`src/rtl/fcfv_pkg.sv`:
```
// ---------------------------------------------------------------------------
// fcfv_pkg
// types, constants and the crc byte step for the fire command frame validator
// ---------------------------------------------------------------------------
`timescale 1ns / 1ps

package fcfv_pkg;

  typedef enum logic [2:0] {
    ST_FIRE         = 3'd0,
    ST_DISARMED     = 3'd1,
    ST_CRC_MISMATCH = 3'd2,
    ST_UNKNOWN_CMD  = 3'd3,
    ST_DUPLICATE_ID = 3'd4,
    ST_BAD_CHANNEL  = 3'd5,
    ST_TOO_SHORT    = 3'd6
  } status_e;

  localparam logic [4:0]  FrameBytes = 5'd24;
  localparam logic [4:0]  CrcBytes   = 5'd20;
  localparam logic [4:0]  CmdFirst   = 5'd1;
  localparam logic [4:0]  CmdLast    = 5'd5;
  localparam logic [4:0]  IdFirst    = 5'd12;
  localparam logic [4:0]  IdLast     = 5'd15;
  localparam logic [4:0]  ChanPos    = 5'd16;
  localparam logic [31:0] CrcPoly    = 32'hEDB8_8320;
  localparam logic [31:0] CrcInit    = 32'hFFFF_FFFF;

  // "FIRE" and its terminating zero
  localparam logic [7:0] CmdText [5] = '{8'h46, 8'h49, 8'h52, 8'h45, 8'h00};

  // reflected crc-32, one byte
  function automatic logic [31:0] crc_byte(input logic [31:0] crc, input logic [7:0] b);
    logic [31:0] c;
    c = crc ^ {24'h0, b};
    for (int i = 0; i < 8; i++) begin
      c = {1'b0, c[31:1]} ^ (c[0] ? CrcPoly : 32'h0);
    end
    return c;
  endfunction

endpackage

```
`src/rtl/fire_command_frame_validator_unit.sv`:
```
// Fire command frame validator. Takes a 24-byte command frame one beat (one
// byte) per cycle with a last-beat mark, runs a reflected CRC-32 over bytes
// 0 to 19, collects command text, id (bytes 12-15, little-endian), channel
// (byte 16) and received CRC (bytes 20-23), and on the last beat gives one
// status beat with id and channel. Checks run in order: length, arm switch,
// CRC, command "FIRE" with a terminating zero, id unlike the last fired id,
// channel below CHANNEL_COUNT; the id is recorded before the channel check.
// A short frame reports too short with zero id and channel; bytes past the
// 24th are ignored. Rate: one byte every cycle, the byte-wide CRC step being
// combinational; the status beat appears in the result register in the
// cycle after the last byte is taken. The input stalls only while that
// register holds a status beat the consumer has not yet taken.
// ---------------------------------------------------------------------------
// fire_command_frame_validator_unit
// byte-serial command frame checker with registered status output
// ---------------------------------------------------------------------------
`timescale 1ns / 1ps

module fire_command_frame_validator_unit #(
  parameter int unsigned CHANNEL_COUNT = 4
) (
  input  logic              clk_i,
  input  logic              rst_ni,
  // byte input
  input  logic              in_valid_i,
  output logic              in_stall_o,
  input  logic [7:0]        rx_byte_i,
  input  logic              frame_last_i,
  input  logic              arm_switch_i,
  // status output
  output logic              out_valid_o,
  input  logic              out_stall_i,
  output fcfv_pkg::status_e status_o,
  output logic [7:0]        target_channel_o,
  output logic [31:0]       command_id_o
);
  import fcfv_pkg::*;

  // frame state
  logic [4:0]  byte_count_q, byte_count_d;
  logic [31:0] crc_q, crc_d;
  logic        cmd_match_q, cmd_match_d;
  logic [31:0] frame_id_q, frame_id_d;
  logic [7:0]  frame_chan_q, frame_chan_d;
  logic [31:0] rx_crc_q, rx_crc_d;
  logic [31:0] last_id_q, last_id_d;

  // result register
  logic        out_valid_q, out_valid_d;
  status_e     status_q, status_d;
  logic [7:0]  chan_q, chan_d;
  logic [31:0] id_q, id_d;

  // state after folding in the current byte
  logic [4:0]  count_upd;
  logic [31:0] crc_upd;
  logic        cmd_upd;
  logic        active;
  logic [2:0]  cmd_idx;
  logic        in_acc;
  logic        produce;
  logic        fire_ok;

  // only a full, untaken result register holds back the byte stream
  assign in_stall_o = out_valid_q & out_stall_i;
  assign in_acc     = in_valid_i & ~in_stall_o;
  assign produce    = in_acc & frame_last_i;

  assign active  = byte_count_q < FrameBytes;
  assign cmd_idx = byte_count_q[2:0] - 3'd1;

  always_comb begin
    count_upd  = byte_count_q;
    crc_upd    = crc_q;
    cmd_upd    = cmd_match_q;
    frame_id_d = frame_id_q;
    frame_chan_d = frame_chan_q;
    rx_crc_d   = rx_crc_q;
    if (in_acc && active) begin
      count_upd = byte_count_q + 5'd1;
      if (byte_count_q < CrcBytes) begin
        crc_upd = crc_byte(crc_q, rx_byte_i);
      end
      // command text sits in bytes 1 to 5
      if (byte_count_q >= CmdFirst && byte_count_q <= CmdLast &&
          rx_byte_i != CmdText[cmd_idx]) begin
        cmd_upd = 1'b0;
      end
      // little-endian fields shift in from the top
      if (byte_count_q >= IdFirst && byte_count_q <= IdLast) begin
        frame_id_d = {rx_byte_i, frame_id_q[31:8]};
      end
      if (byte_count_q == ChanPos) begin
        frame_chan_d = rx_byte_i;
      end
      if (byte_count_q >= CrcBytes) begin
        rx_crc_d = {rx_byte_i, rx_crc_q[31:8]};
      end
    end
  end

  // frame verdict, in priority order
  always_comb begin
    fire_ok  = 1'b0;
    status_d = status_q;
    chan_d   = chan_q;
    id_d     = id_q;
    if (produce) begin
      chan_d = frame_chan_d;
      id_d   = frame_id_d;
      if (count_upd < FrameBytes) begin
        status_d = ST_TOO_SHORT;
        chan_d   = 8'h00;
        id_d     = 32'h0;
      end else if (!arm_switch_i) begin
        status_d = ST_DISARMED;
      end else if (rx_crc_d != ~crc_upd) begin
        status_d = ST_CRC_MISMATCH;
      end else if (!cmd_upd) begin
        status_d = ST_UNKNOWN_CMD;
      end else if (frame_id_d == last_id_q) begin
        status_d = ST_DUPLICATE_ID;
      end else begin
        // id is taken as fired even if the channel is then refused
        fire_ok  = 1'b1;
        status_d = ({1'b0, frame_chan_d} < 9'(CHANNEL_COUNT)) ? ST_FIRE : ST_BAD_CHANNEL;
      end
    end
  end

  always_comb begin
    last_id_d = fire_ok ? frame_id_d : last_id_q;
    if (produce) begin
      // frame end: restart the per-frame state
      byte_count_d = 5'd0;
      crc_d        = CrcInit;
      cmd_match_d  = 1'b1;
    end else begin
      byte_count_d = count_upd;
      crc_d        = crc_upd;
      cmd_match_d  = cmd_upd;
    end
  end

  always_comb begin
    out_valid_d = out_valid_q;
    if (produce) begin
      out_valid_d = 1'b1;
    end else if (out_valid_q && !out_stall_i) begin
      out_valid_d = 1'b0;
    end
  end

  always_ff @(posedge clk_i or negedge rst_ni) begin
    if (!rst_ni) begin
      byte_count_q <= 5'd0;
      crc_q        <= CrcInit;
      cmd_match_q  <= 1'b1;
      last_id_q    <= 32'h0;
      out_valid_q  <= 1'b0;
    end else begin
      byte_count_q <= byte_count_d;
      crc_q        <= crc_d;
      cmd_match_q  <= cmd_match_d;
      last_id_q    <= last_id_d;
      out_valid_q  <= out_valid_d;
    end
  end

  // payload and unwritten-until-filled stores, no reset
  always_ff @(posedge clk_i) begin
    frame_id_q   <= frame_id_d;
    frame_chan_q <= frame_chan_d;
    rx_crc_q     <= rx_crc_d;
    status_q     <= status_d;
    chan_q       <= chan_d;
    id_q         <= id_d;
  end

  assign out_valid_o      = out_valid_q;
  assign status_o         = status_q;
  assign target_channel_o = chan_q;
  assign command_id_o     = id_q;

endmodule

```
`config.mk`:
```
export PLATFORM = sky130hd
export DESIGN_NAME = fire_command_frame_validator_unit
export DESIGN_NICKNAME = d
export VERILOG_FILES = /design/src/rtl/fcfv_pkg.sv /design/src/rtl/fire_command_frame_validator_unit.sv
export SDC_FILE = /design/constraint.sdc
export NUM_CORES = 1
export LEC_CHECK = 0
export BUFFER_PORTS_ARGS = -buffer_cell sky130_fd_sc_hd__buf_2
export CAP_MARGIN = 20
export CORE_ASPECT_RATIO = 1.75
export CORE_UTILIZATION = 40
export DETAILED_ROUTE_END_ITERATION = 10
export SLEW_MARGIN = 25
export SYNTH_ARGS = -nofsm -noshare
export SYNTH_HDL_FRONTEND = slang
export SYNTH_SLANG_ARGS = --single-unit
```
`constraint.sdc`:
```
create_clock -name clk_i -period 3.4 [get_ports clk_i]
set_input_delay 0.68 -clock clk_i [delete_from_list [all_inputs] [get_ports clk_i]]
set_output_delay 0.68 -clock clk_i [all_outputs]
set_load 0.005 [all_outputs]
```
* Yosys cells after proc, flatten, opt, wreduce, memory -nomap -nowiden
Memories as Yosys holds them, arrays and structs flattened.
Index checks and enable logic that the tools add are counted.
W data, S select, Z words.
** Word-level totals
- Memories :: 1
- Bits in registers :: 186
- Memory bits (read-only) :: 64
- Output and inout bits :: 45
- Word-level logic and storage cells :: 87
- Bits in writable memories :: 0
- Latch bits :: 0
** Cells by class
- Equality and inequality tests :: 4
- Mux-type cells :: 37
- Multipliers :: 0
- Order comparisons :: 10
- Shift-type cells :: 0
- Reduce and logical (&&, ||, !) cells :: 7
- Add/subtract/negate cells :: 2
- Div/mod/pow operators :: 0
- Bitwise gates (word level) :: 15
** Memories
- (no name shown) :: depth 8, width 8, rd ports 1, clocked after Yosys merged registers in 0, wr ports 0, RTL line fire_command_frame_validator_unit.sv:86 : rx_byte_i != CmdText[cmd_idx]) begin
** Operator list (number)
- $mux W32 :: 15
- $xor A31 B32 Y32 :: 8
- $eq A32 B32 Y1 :: 1
- $mux W8 :: 4
- $ne A32 B32 Y1 :: 1
- $not A32 Y32 :: 1
- $xor A32 B8 Y32 :: 1
- $lt A5 B5 Y1 const B :: 3
- $mux W3 :: 5
- $mux W1 :: 11
- $mux W5 :: 2
- $lt A8 B3 Y1 const B :: 1
- $ne A8 B8 Y1 :: 1
- $add A5 B1 Y5 const B :: 1
- $eq A5 B5 Y1 const B :: 1
- $ge A5 B1 Y1 const B :: 1
- $ge A5 B4 Y1 const B :: 1
- $ge A5 B5 Y1 const B :: 1
- $le A5 B3 Y1 const B :: 1
- $le A5 B4 Y1 const B :: 1
- $logic_and A1 B1 Y1 :: 5
- $ge A4 B4 Y1 const B :: 1
- $not A3 Y4 :: 1
- $and A1 B1 Y1 :: 3
- other kinds (4) :: 4

* Longest topological paths before layout
Gate-level depths: netlist of run 1.
- Depth in word-level cells :: 25
- Gate-level depth with buffers :: 13
- Mapped depth without buffers :: 12

* Worst setup path before layout of run 1
Ideal clock, no wire load.
- Path kind :: in2reg
- Start :: input port rx_byte_i[1]
- End :: register last_id_q[26]
- Stages on the path :: 11
- Arrival time :: 3.874 ns
- Path slack :: -0.602 ns
- Cell sequence :: buf_2 xnor2_4 xor2_1 xnor3_2 xnor2_1 mux2i_1 o221ai_1 or4b_1 nor4_4 buf_6 mux2_1
** On the way
- Word-level cells in the longest chain between the ends :: 19
- Elaborated cells on any way between the ends :: 30
- Classes of those cells :: eq/ne (3); mux (16); bitwise (10); reduce/logical (1)
** RTL lines
- from (decl) :: RTL line fire_command_frame_validator_unit.sv:27 : input logic [7:0] rx_byte_i,
- $xor A32 B8 Y32 :: RTL line fcfv_pkg.sv:35 : c = crc ^ {24'h0, b};
- $xor A31 B32 Y32 :: RTL line fcfv_pkg.sv:37 : c = {1'b0, c[31:1]} ^ (c[0] ? CrcPoly : 32'h0);
- $mux W32 :: RTL line fcfv_pkg.sv:37
- $xor A31 B32 Y32 (6 in a row) :: RTL line fcfv_pkg.sv:37
- $mux W32 :: RTL line fcfv_pkg.sv:37
- $xor A31 B32 Y32 :: RTL line fcfv_pkg.sv:37
- $mux W32 :: RTL line fire_command_frame_validator_unit.sv:81 : if (byte_count_q < CrcBytes) begin
- $mux W32 :: RTL line fire_command_frame_validator_unit.sv:79 : if (in_acc && active) begin
- $not A32 Y32 :: RTL line fire_command_frame_validator_unit.sv:117 : end else if (rx_crc_d != ~crc_upd) begin
- $ne A32 B32 Y1 :: RTL line fire_command_frame_validator_unit.sv:117
- $mux W1 (*) :: RTL line fire_command_frame_validator_unit.sv:117
- $mux W1 (*) :: RTL line fire_command_frame_validator_unit.sv:115 : end else if (!arm_switch_i) begin
- $mux W1 (*) :: RTL line fire_command_frame_validator_unit.sv:111 : if (count_upd < FrameBytes) begin
- $mux W1 (*) :: RTL line fire_command_frame_validator_unit.sv:108 : if (produce) begin
- to (signal assigned) :: RTL line fire_command_frame_validator_unit.sv:165 : last_id_q <= last_id_d;
- to (decl) :: RTL line fire_command_frame_validator_unit.sv:46 : logic [31:0] last_id_q, last_id_d;
Every way passes the cells marked *; elsewhere a longest branch is shown, timed or not.
A chain may end at the register's enable or synchronous reset.

* Final worst setup path of run 1
- Start :: register crc_q[0]
- End :: register last_id_q[27]
** On the way
- Word-level cells in the longest chain between the ends :: 19
** RTL lines
- from (decl) :: RTL line fire_command_frame_validator_unit.sv:41 : logic [31:0] crc_q, crc_d;
- from (signal assigned) :: RTL line fire_command_frame_validator_unit.sv:157 : crc_q <= CrcInit;
- from (signal assigned) :: RTL line fire_command_frame_validator_unit.sv:163 : crc_q <= crc_d;
- $xor A32 B8 Y32 :: RTL line fcfv_pkg.sv:35
- $mux W32 :: RTL line fcfv_pkg.sv:37
- $xor A31 B32 Y32 (6 in a row) :: RTL line fcfv_pkg.sv:37
- $mux W32 :: RTL line fcfv_pkg.sv:37
- $xor A31 B32 Y32 (2 in a row) :: RTL line fcfv_pkg.sv:37
- $mux W32 :: RTL line fire_command_frame_validator_unit.sv:81
- $mux W32 (*) :: RTL line fire_command_frame_validator_unit.sv:79
- $not A32 Y32 (*) :: RTL line fire_command_frame_validator_unit.sv:117
- $ne A32 B32 Y1 (*) :: RTL line fire_command_frame_validator_unit.sv:117
- $mux W1 (*) :: RTL line fire_command_frame_validator_unit.sv:117
- $mux W1 (*) :: RTL line fire_command_frame_validator_unit.sv:115
- $mux W1 (*) :: RTL line fire_command_frame_validator_unit.sv:111
- $mux W1 (*) :: RTL line fire_command_frame_validator_unit.sv:108
Marked as above.

==> results of run 1 <==
==> timing repair <==
item                                    in CTS  in global routing
setup buffers                               22                 13
pin swaps                                   16                 19
gates resized for setup                     35                 67
endpoints found under the hold margin        0                  0
endpoints found under the setup margin      35                 35
cloned                                       1                  1
==> cell usage after synthesis (4+ instances only) <==
master | number | share of area
xnor2_1 | 85 | 0.075
inv_1 | 73 | 0.028
nand2_1 | 73 | 0.028
dfxtp_1 | 72 | 0.15
nor2_1 | 62 | 0.024
mux2i_1 | 61 | 0.062
edfxtp_1 | 43 | 0.13
xor2_1 | 41 | 0.036
dfrtp_1 | 38 | 0.096
dfstp_2 | 33 | 0.088
o21ai_0 | 25 | 0.013
mux2_1 | 24 | 0.027
a21oi_1 | 22 | 0.011
o211ai_1 | 20 | 0.015
clkbuf_1 | 19 | 0.0072
mux2_2 | 18 | 0.021
nand3_1 | 18 | 0.0091
nor4_1 | 15 | 0.0095
buf_2 | 12 | 0.0061
nand4_1 | 12 | 0.0076
and2_1 | 10 | 0.0063
and3_1 | 9 | 0.0057
xnor3_1 | 9 | 0.021
xnor2_4 | 8 | 0.022
ha_1 | 7 | 0.0089
a21o_1 | 5 | 0.0038
a22oi_1 | 5 | 0.0038
a31oi_1 | 5 | 0.0032
buf_1 | 5 | 0.0019
nor3_1 | 5 | 0.0025
o22ai_1 | 5 | 0.0032
nand2b_1 | 4 | 0.0025
nor3b_1 | 4 | 0.0030
o21a_1 | 4 | 0.0030
or4_1 | 4 | 0.0030
xnor2_2 | 4 | 0.0066
==> worst max-delay path: cells and delay by family (launching register included) <==
kind                      cells  cell delay, ps
buffers and inverters         4             600
AOI/OAI and AO/OA             1             140
DFF                           1             700
xor gates and xnor gates      3             850
muxes                         2             530
and+or+nand+nor               2             810
==> how the worst min path moves through the flow <==
| stage | from | endpoint | slack, ps |
|---|---|---|---|
| after global placement | frame_chan_q[1] | frame_chan_q[1] | 450 |
| after floorplan | rst_ni | byte_count_q[0] | 380 |
| final | rst_ni | last_id_q[14] | 320 |
| after CTS | rst_ni | last_id_q[14] | 340 |
| after global routing | rst_ni | last_id_q[6] | 360 |
| after detailed placement | frame_chan_q[1] | frame_chan_q[1] | 460 |
==> cell type report <==
class                   instances  area, µm²  share of cell area
multi-input cells             621       5380               0.401
clock inverters                13        171              0.0128
well taps                     308        385              0.0287
flip-flops and latches        186       4550               0.339
inverters                      73        278              0.0207
clock buffers                  19        475              0.0354
repair buffers                274       2190               0.163
==> through the flow <==
step / cells / util / power [mW]
final: 1494 / 0.557 / 12.7
after detailed placement: 1425 / 0.495 / 9.46
after global placement: 1425 / 0.495 / 9.44
after global routing: 1494 / 0.557 / 13.2
after CTS: 1480 / 0.540 / 12.2
after floorplan: 919 / - / 6.53
==> state kept, by name, summed over array words and instances (netlist names) <==
signal	count
crc_q	32
frame_chan_q	8
last_id_q	32
out_valid_o	1
command_id_o	32
rx_crc_q	32
byte_count_q	5
frame_id_q	32
status_o	3
cmd_match_q	1
target_channel_o	8
==> power by group through the flow <==
stage / Combinational, mW / Sequential, mW / Clock [mW]
after global placement: 6.40 / 3.03 / 0
final: 7.46 / 3.00 / 2.20
after detailed placement: 6.42 / 3.04 / 0
after global routing: 7.88 / 3.04 / 2.31
after CTS: 7.01 / 3.00 / 2.23
after floorplan: 3.59 / 2.93 / 0
==> cell families after synthesis <==
kind of cell    after synthesis
xor+xnor                    151
simple gates                235
buf+inv                     112
fa+ha+maj                     7
flops                       186
mux                         103
compound gates              125
==> per-layer routing <==
metal / part of all wire / up-vias / wire length, µm / track usage
li1: - / 3670 / - / -
met4: 0.087 / 0 / 2700 / 0.203
met5: 0 / - / 0 / 0
met1: 0.33 / 3831 / 10200 / 0.229
met3: 0.025 / 127 / 789 / 0.0361
met2: 0.56 / 204 / 17400 / 0.480
==> out/results.tsv, run 1 <==
stage	metric	value	unit
power	Internal Power	8.12	mW
timing	worst-margin pin slew	838	ps
synth	Synth Register Bits	186	
power	Switch Pwr	4.54	mW
placed_design	Post-DP Area	11900	µm²
synth	cell count after synthesis	919	
clocking	CTS buffer count	17	
placed_design	pre-CTS setup slack	-637	ps
status	status	complete, but fails checks	
synth	library cells used by synthesis	74	
floorplanning	Core Area	24100	µm²
worst_setup_path	Critical Path Source	crc_q[0]	
hold_path	Hold Path Class	in2async	
power	Clk network pwr share	0.173	
worst_setup_path	RR Startpoint	crc_q[0]	
clocking	number of H-tree levels	4	
worst_setup_path	Setup Crit Path Kind	reg2reg	
floorplanning	io pins	59	
finish	# fillers	2112	
placed_design	DP Wirelength	23.0	mm
timing	max_slew headroom	0.441	
timing	RSZ-0062 raised after global routing	yes	
clocking	Worst-Skew Late Latency	450	ps
placed_design	port bufs	58	
worst_setup_path	CP endpoint kind	flip-flop	
synth	Synth Area in XOR/XNOR	0.169	
floorplanning	die area	25300	µm²
worst_setup_path	CP startpoint kind	flip-flop	
global_route	vias in the first global route	8103	
synth	Synth warnings	0	
synth	Synth Area in Simple Gates	0.118	
global_route	gr ovfl total	0	
power	Sw Ratio	0.359	
global_route	largest net degree at the start of global routing	57	
route	1st-iter DRT viols	457	
worst_setup_path	CP required	3730	ps
finish	ANT cells	0	
floorplanning	cell row count	75	
clocking	CTS Hold Buffers Added	0	
synth	ys async rst share	0.382	
clocking	Worst-path clk slew	70	ps
finish	fin nets	1194	
power	worst vdd ir	0.000813	V
finish	design area	13400	µm²
synth	sequential fraction of the synthesis area	0.461	
floorplanning	width of the die	121	µm
route	DRT antenna net count	0	
job	max cap viols	0	
power	Flop pwr share	0.237	
synth	Adder-Cell Fraction of Synth Area	0.00887	
finish	most common cell after layout, fill and taps aside	buf_4	
worst_setup_path	Reg2Reg Setup Slack	-370	ps
timing	Pins Over Slew Limit	0	
timing	final hold viol count	0	
route	via count	7832	
timing	Final setup viols	35	
route	DRT Wirelength	31.1	mm
route	Pre-antenna DRT Iters	8	
power	power per cell area	943	nW/µm²
clocking	CTS tree	built	
synth	largest family of logic cells by synthesized area	XOR/XNOR gates	
worst_setup_path	Worst EP arrival	4090	ps
synth	mapped cell area	9870	µm²
global_route	global-route wire length before repair	46.0	mm
worst_setup_path	CP cell instances	xnor2_4 > buf_12 > xnor2_4 > xor3_2 > mux2i_2 > o221ai_2 > or4b_4 > nor4_4 > buf_4 > clkbuf_16 > buf_12 > mux2_4	
worst_setup_path	worst-path fanout max	6	
timing	setup tns final	-10280	ps
status	violated checks	setup timing	
finish	share of layout cells above drive strength 1	0.386	
power	leakage	6.34	nW
synth	Main synth FF type	dfxtp_1	
synth	mux contribution to synthesized area	0.110	
worst_setup_path	slowest CP cell	dfstp_4	
route	post-DR vias/cell	5.24	
worst_setup_path	Reg2Reg Capture Point	last_id_q[27]	
power	Gate power share	0.589	
finish	synthesis-to-layout area growth	36.0	%
floorplanning	Die H	210	µm
timing	setup ws final	-366	ps
timing	crit share post-route	1.11	
route	DRC	0	
synth	EDFF count, synth	43	
floorplanning	Initial Utilization	0.409	
synth	syn_area_per_cell	10.7	µm²
timing	FMAX	0.266	GHz
timing	Tmin final	3770	ps
worst_setup_path	worst setup path endpoint	last_id_q[27]	
global_route	initial antenna violation count	0	
route	per-cell routed wire length	20.8	µm
worst_setup_path	r2r worst-path depth	12	
timing	Setup Skew	11.6	ps
synth	Compound-Gate Fraction of Synth Area	0.0864	
synth	post-synthesis net count	940	
clocking	Root Driver	clkbuf_16	
clocking	clock sink count	186	
placed_design	gp weighted congestion	0.947	
global_route	All-Layer GR Usage	0.251	
clocking	Longest Clk Path Bufs	2	
finish	commonest non-fill, non-tap cells in the layout	190 x buf_4, 79 x xnor2_1, 72 x inv_1, 72 x dfxtp_1, 70 x nand2_1	
worst_setup_path	slowest stage delay, CP	700	ps
timing	Hold WS	317	ps
Note: power is estimated with default switching activity, not from simulation.
==> run 2: changes to the inputs <==
==> constraint.sdc (replaced) <==
create_clock -name clk_i -period 3.4 [get_ports clk_i]
set_input_delay 0.17 -clock clk_i [delete_from_list [all_inputs] [get_ports clk_i]]
set_output_delay 0.17 -clock clk_i [all_outputs]
set_load 0.005 [all_outputs]
==> out/results.tsv, run 2 (same netlist as run 1, synthesis figures left out) <==
stage	metric	value	unit	change
status	status	complete, but fails checks		
status	violated checks	setup timing		
placed_design	port bufs	58		unchanged
global_route	busiest grt layer	met2		
floorplanning	cell row count	75		unchanged
global_route	All-Layer GR Usage	0.261		+0.00957
worst_setup_path	worst-path fanout max	8		+2
clocking	CTS tree	built		
timing	max_slew headroom	0.491		+0.0502
global_route	M1 GR Usage	0.238		+0.00930
route	DRC	0		unchanged
global_route	initial antenna violation count	0		unchanged
worst_setup_path	Worst EP arrival	4130	ps	+40 ps
global_route	met2 global-route usage	0.488		+0.00753
clocking	Worst-Skew Late Latency	440	ps	about the same
timing	setup tns final	-12320	ps	-2040 ps
timing	Tmin final	3800	ps	+36.4 ps
route	1st-iter DRT viols	381		-17%
timing	Setup Skew	11.9	ps	+0.295 ps
floorplanning	die area	25300	µm²	unchanged
finish	most common cell after layout, fill and taps aside	buf_4		
route	DRT antenna net count	0		unchanged
finish	fin nets	1185		-0.75%
timing	crit share post-route	1.12		+0.0107
clocking	Worst-path clk slew	70	ps	about the same
finish	share of layout cells above drive strength 1	0.370		-0.0166
global_route	vias in the first global route	8282		+2.2%
power	power per cell area	920	nW/µm²	-2.4%
clocking	Longest Clk Path Bufs	2		unchanged
global_route	global-route wire length before repair	47.5	mm	+3.2%
floorplanning	Core Area	24100	µm²	unchanged
worst_setup_path	r2r worst-path depth	15		+3
floorplanning	Initial Utilization	0.409		unchanged
finish	commonest non-fill, non-tap cells in the layout	182 x buf_4, 76 x xnor2_1, 72 x inv_1, 72 x dfxtp_1, 71 x nand2_1		
clocking	CTS buffer count	17		unchanged
timing	worst-margin pin slew	763	ps	-75.3 ps
finish	design area	13100	µm²	-2.2%
floorplanning	io pins	59		unchanged
timing	setup ws final	-403	ps	-36.4 ps
power	Power Total	12.1	mW	-4.5%
clocking	clock sink count	186		unchanged
timing	RSZ-0062 raised after global routing	yes		
floorplanning	width of the die	121	µm	unchanged
job	max cap viols	0		unchanged
route	DRT Wirelength	31.5	mm	+1.3%
finish	# fillers	2067		-2.1%
timing	FMAX	0.263	GHz	-0.96%
floorplanning	Die H	210	µm	unchanged
timing	final hold viol count	0		unchanged
clocking	number of H-tree levels	4		unchanged
placed_design	gp weighted congestion	0.993		+4.9%
placed_design	pre-CTS setup slack	-604	ps	+33.0 ps
route	post-DR vias/cell	5.29		+0.95%
finish	Finished Core Util	0.545		-0.0122
worst_setup_path	CP startpoint kind	flip-flop		
timing	Pins Over Slew Limit	0		unchanged
worst_setup_path	CP endpoint kind	flip-flop		
power	worst vdd ir	0.000656	V	-19%
finish	synthesis-to-layout area growth	33.1	%	
timing	Final setup viols	34		-2.9%
global_route	gr ovfl total	0		unchanged
hold_path	Hold Path Class	in2reg		
placed_design	DP Wirelength	23.6	mm	+2.5%
global_route	largest net degree at the start of global routing	72		+26%
global_route	met3 GRT Util	0.0351		-0.00109
placed_design	Post-DP Area	11900	µm²	-0.23%
route	via count	7859		+0.34%
worst_setup_path	Setup Crit Path Kind	reg2reg		
power	leakage	6.23	nW	-1.8%
finish	ANT cells	0		unchanged
clocking	Root Driver	clkbuf_16		
hold_path	Hold Crit Depth	3		
worst_setup_path	CP required	3720	ps	about the same
route	per-cell routed wire length	21.2	µm	+2.0%
route	Pre-antenna DRT Iters	4		-4
run 2: cell types whose count changed in the layout (fill, tap and decap cells not counted), moves of 4 or more:
cell,change
xnor2_2,+5
buf_4,-8
o21ai_1,-5
clkinv_4,+4
buf_6,+6
xor2_1,+5
clkbuf_16,-4
xor2_2,-4
buf_12,-8
run 2: worst paths after layout:
path                                 start         endpoint  slack, ps
max                               crc_q[1]    last_id_q[23]       -400
min                           frame_last_i  byte_count_q[4]        110
max reg2reg                       crc_q[1]    last_id_q[23]       -400
min reg2reg                frame_chan_q[1]  frame_chan_q[1]        480
max in group asynchronous           rst_ni    last_id_q[12]       2530
min in group asynchronous           rst_ni     last_id_q[6]        330
run 2: layout make-up:
type,instances,area [µm²],area share
multi-input combinational,621,5300,0.403
clock inverter,15,141,0.0108
sequential,186,4550,0.346
tap,308,385,0.0293
timing repair buffer,265,2060,0.157
inverter,73,278,0.0211
clock buffer,17,425,0.0324
run 2: what timing repair did:
item,CTS,global route
resized for setup,55,26
setup endpoints to repair,35,35
pin swaps,26,18
gates cloned,3,0
setup buffers,22,3
hold endpoints to repair,38,0
hold buffers,1,0
run 2: worst max-delay path, stage by stage, from the launching register on:
cell	delay, ps
dfstp_2	580
xnor2_4	140
buf_6	130
buf_6	100
xnor2_4	110
xnor3_2	480
buf_6	140
a22oi_2	220
a32oi_2	190
a2111oi_2	240
nand4_1	200
buf_4	190
nor4_4	250
buf_6	210
buf_12	170
mux2_4	310
run 2: metrics by stage:
| step | std cells | hold WS, ps |
|---|---|---|
| floorplan | 919 | -126 |
| global placement | 1425 | 418 |
| detailed placement | 1425 | 424 |
| CTS | 1482 | 106 |
| global route | 1485 | 120 |
| finish | 1485 | 107 |
run 2: report_power, final:
part	switching (mW)	internal [mW]
Sequential	0.291	2.68
Combinational	3.22	3.95
Clock	0.923	1.02
Total	4.43	7.66
run 2: layer usage:
layer	up-vias	wire length (µm)
li1	3663	-
met1	3832	10200
met2	234	17400
met3	130	846
met4	0	3090
met5	-	0
==> run 3: changes to the inputs <==
--- a/config.mk
+++ b/config.mk
@@ -8,7 +8,7 @@
 export BUFFER_PORTS_ARGS = -buffer_cell sky130_fd_sc_hd__buf_2
 export CAP_MARGIN = 20
 export CORE_ASPECT_RATIO = 1.75
-export CORE_UTILIZATION = 40
+export CORE_UTILIZATION = 45
 export DETAILED_ROUTE_END_ITERATION = 10
 export SLEW_MARGIN = 25
 export SYNTH_ARGS = -nofsm -noshare
==> out/results.tsv, run 3 (same netlist as run 1, synthesis figures left out) <==
stage	metric	value	unit	change
worst_setup_path	CP startpoint kind	flip-flop		
placed_design	pre-CTS setup slack	-427	ps	+177 ps
finish	most common cell after layout, fill and taps aside	buf_4		
route	Pre-antenna DRT Iters	5		+1
timing	Final setup viols	35		+2.9%
floorplanning	width of the die	114	µm	-5.6%
clocking	CTS buffer count	17		unchanged
hold_path	Hold Crit Depth	3		unchanged
hold_path	worst hold start	frame_last_i		
timing	RSZ-0062 raised after global routing	yes		
clocking	number of H-tree levels	4		unchanged
clocking	Worst-Skew Late Latency	440	ps	about the same
global_route	initial antenna violation count	0		unchanged
placed_design	port bufs	58		unchanged
finish	Finished Core Util	0.609		+0.0642
timing	Hold WS	105	ps	-1.85 ps
global_route	largest net degree at the start of global routing	72		unchanged
finish	synthesis-to-layout area growth	32.6	%	
finish	design area	13100	µm²	-0.36%
worst_setup_path	r2r worst-path depth	12		-3
finish	ANT cells	0		unchanged
clocking	Longest Clk Path Bufs	2		unchanged
global_route	All-Layer GR Usage	0.289		+0.0279
timing	worst-margin pin slew	790	ps	+27.2 ps
timing	Setup Skew	9.11	ps	-2.76 ps
floorplanning	cell row count	71		-5.3%
timing	FMAX	0.273	GHz	+3.6%
route	DRC	0		unchanged
global_route	global-route wire length before repair	46.8	mm	-1.5%
global_route	vias in the first global route	8201		-0.98%
worst_setup_path	Reg2Reg Setup Slack	-270	ps	+130 ps
worst_setup_path	Worst EP arrival	3990	ps	-140 ps
floorplanning	Initial Utilization	0.459		+0.0499
global_route	gr ovfl total	0		unchanged
power	worst vdd ir	0.000885	V	+35%
power	Power Total	12.7	mW	+5.4%
clocking	Worst-path clk slew	70	ps	about the same
finish	commonest non-fill, non-tap cells in the layout	164 x buf_4, 74 x xnor2_1, 72 x inv_1, 72 x dfxtp_1, 71 x nand2_1		
timing	crit share post-route	1.08		-0.0392
status	status	complete, but fails checks		
clocking	Root Driver	clkbuf_16		
job	max cap viols	0		unchanged
route	DRT Wirelength	31.4	mm	-0.44%
worst_setup_path	Reg2Reg Capture Point	last_id_q[29]		
clocking	clock sink count	186		unchanged
route	1st-iter DRT viols	412		+8.1%
timing	setup ws final	-269	ps	+133 ps
timing	max_slew headroom	0.473		-0.0181
timing	setup tns final	-8210	ps	+4100 ps
route	per-cell routed wire length	21.6	µm	+1.9%
placed_design	Inst Count DP	1386		-2.7%
status	violated checks	setup timing		
floorplanning	io pins	59		unchanged
route	via count	7880		+0.27%
worst_setup_path	Setup Crit Path Kind	reg2reg		
hold_path	Hold Path Class	in2reg		
power	power per cell area	974	nW/µm²	+5.8%
hold_path	Hold EP	byte_count_q[4]		
clocking	CTS tree	built		
power	leakage	6.16	nW	-1.0%
floorplanning	Core Area	21500	µm²	-11%
timing	Pins Over Slew Limit	0		unchanged
route	DRT antenna net count	0		unchanged
worst_setup_path	CP required	3720	ps	about the same
worst_setup_path	RR Startpoint	crc_q[4]		
floorplanning	die area	22600	µm²	-11%
floorplanning	Die H	198	µm	-5.7%
route	post-DR vias/cell	5.43		+2.6%
finish	share of layout cells above drive strength 1	0.367		-0.00289
finish	Final Non-Filler Cells	1451		-2.3%
timing	Tmin final	3670	ps	-133 ps
placed_design	gp weighted congestion	1.00		+0.67%
placed_design	DP Wirelength	23.4	mm	-0.88%
timing	final hold viol count	0		unchanged
worst_setup_path	CP endpoint kind	flip-flop		
placed_design	Post-DP Area	11700	µm²	-1.6%
finish	fin nets	1167		-1.5%
worst_setup_path	worst-path fanout max	8		unchanged
==> run 3: how the worst max path moves through the flow <==
stage,from,end,cells after the start
6_report,crc_q[4],last_id_q[29],12
5_1_grt,crc_q[4],last_id_q[16],14
4_1_cts,crc_q[2],last_id_q[27],11
3_5_place_dp,crc_q[2],last_id_q[0],12
3_3_place_gp,crc_q[2],last_id_q[0],12
2_1_floorplan,crc_q[1],last_id_q[26],10
==> run 3: area by class of cell <==
type	instances	area (µm²)
fillers	1867	8410
multi-input cells	621	5400
flip-flops and latches	186	4550
repair buffers	247	1930
clock buffers	20	437
well taps	292	365
inverters	73	278
clock inverters	12	124
==> run 3: report_power, final <==
group / internal [mW] / switching (mW) / leakage (nW)
logic: 4.29 / 3.54 / 4.06
registers: 2.69 / 0.299 / 1.83
clock network: 1.08 / 0.859 / 0.268
total: 8.05 / 4.70 / 6.16
==> run 3: critical path, cell delays in order (launching register included) <==
cell and delay, ps:
dfstp_2 580, xnor2_4 150, buf_6 140, xnor3_1 400, xor3_2 420, buf_6 140, mux2i_4 210, o221ai_2 130
or4b_4 530, nor4_4 180, buf_4 210, buf_12 160, mux2_4 310
==> run 3: what timing repair did <==
item,in CTS,in global routing
endpoints found under the setup margin,35,35
gates resized for setup,55,37
endpoints found under the hold margin,38,0
cloned,2,1
buffers inserted,16,15
hold buffers,1,0
pin swaps,1,19
==> run 3: metal layers <==
| metal | track usage | vias to the layer above | share of wire |
|---|---|---|---|
| li1 | - | 3630 | - |
| met2 | 0.539 | 273 | 0.54 |
| met5 | 0 | - | 0 |
| met3 | 0.0432 | 145 | 0.032 |
| met1 | 0.260 | 3832 | 0.32 |
| met4 | 0.269 | 0 | 0.10 |
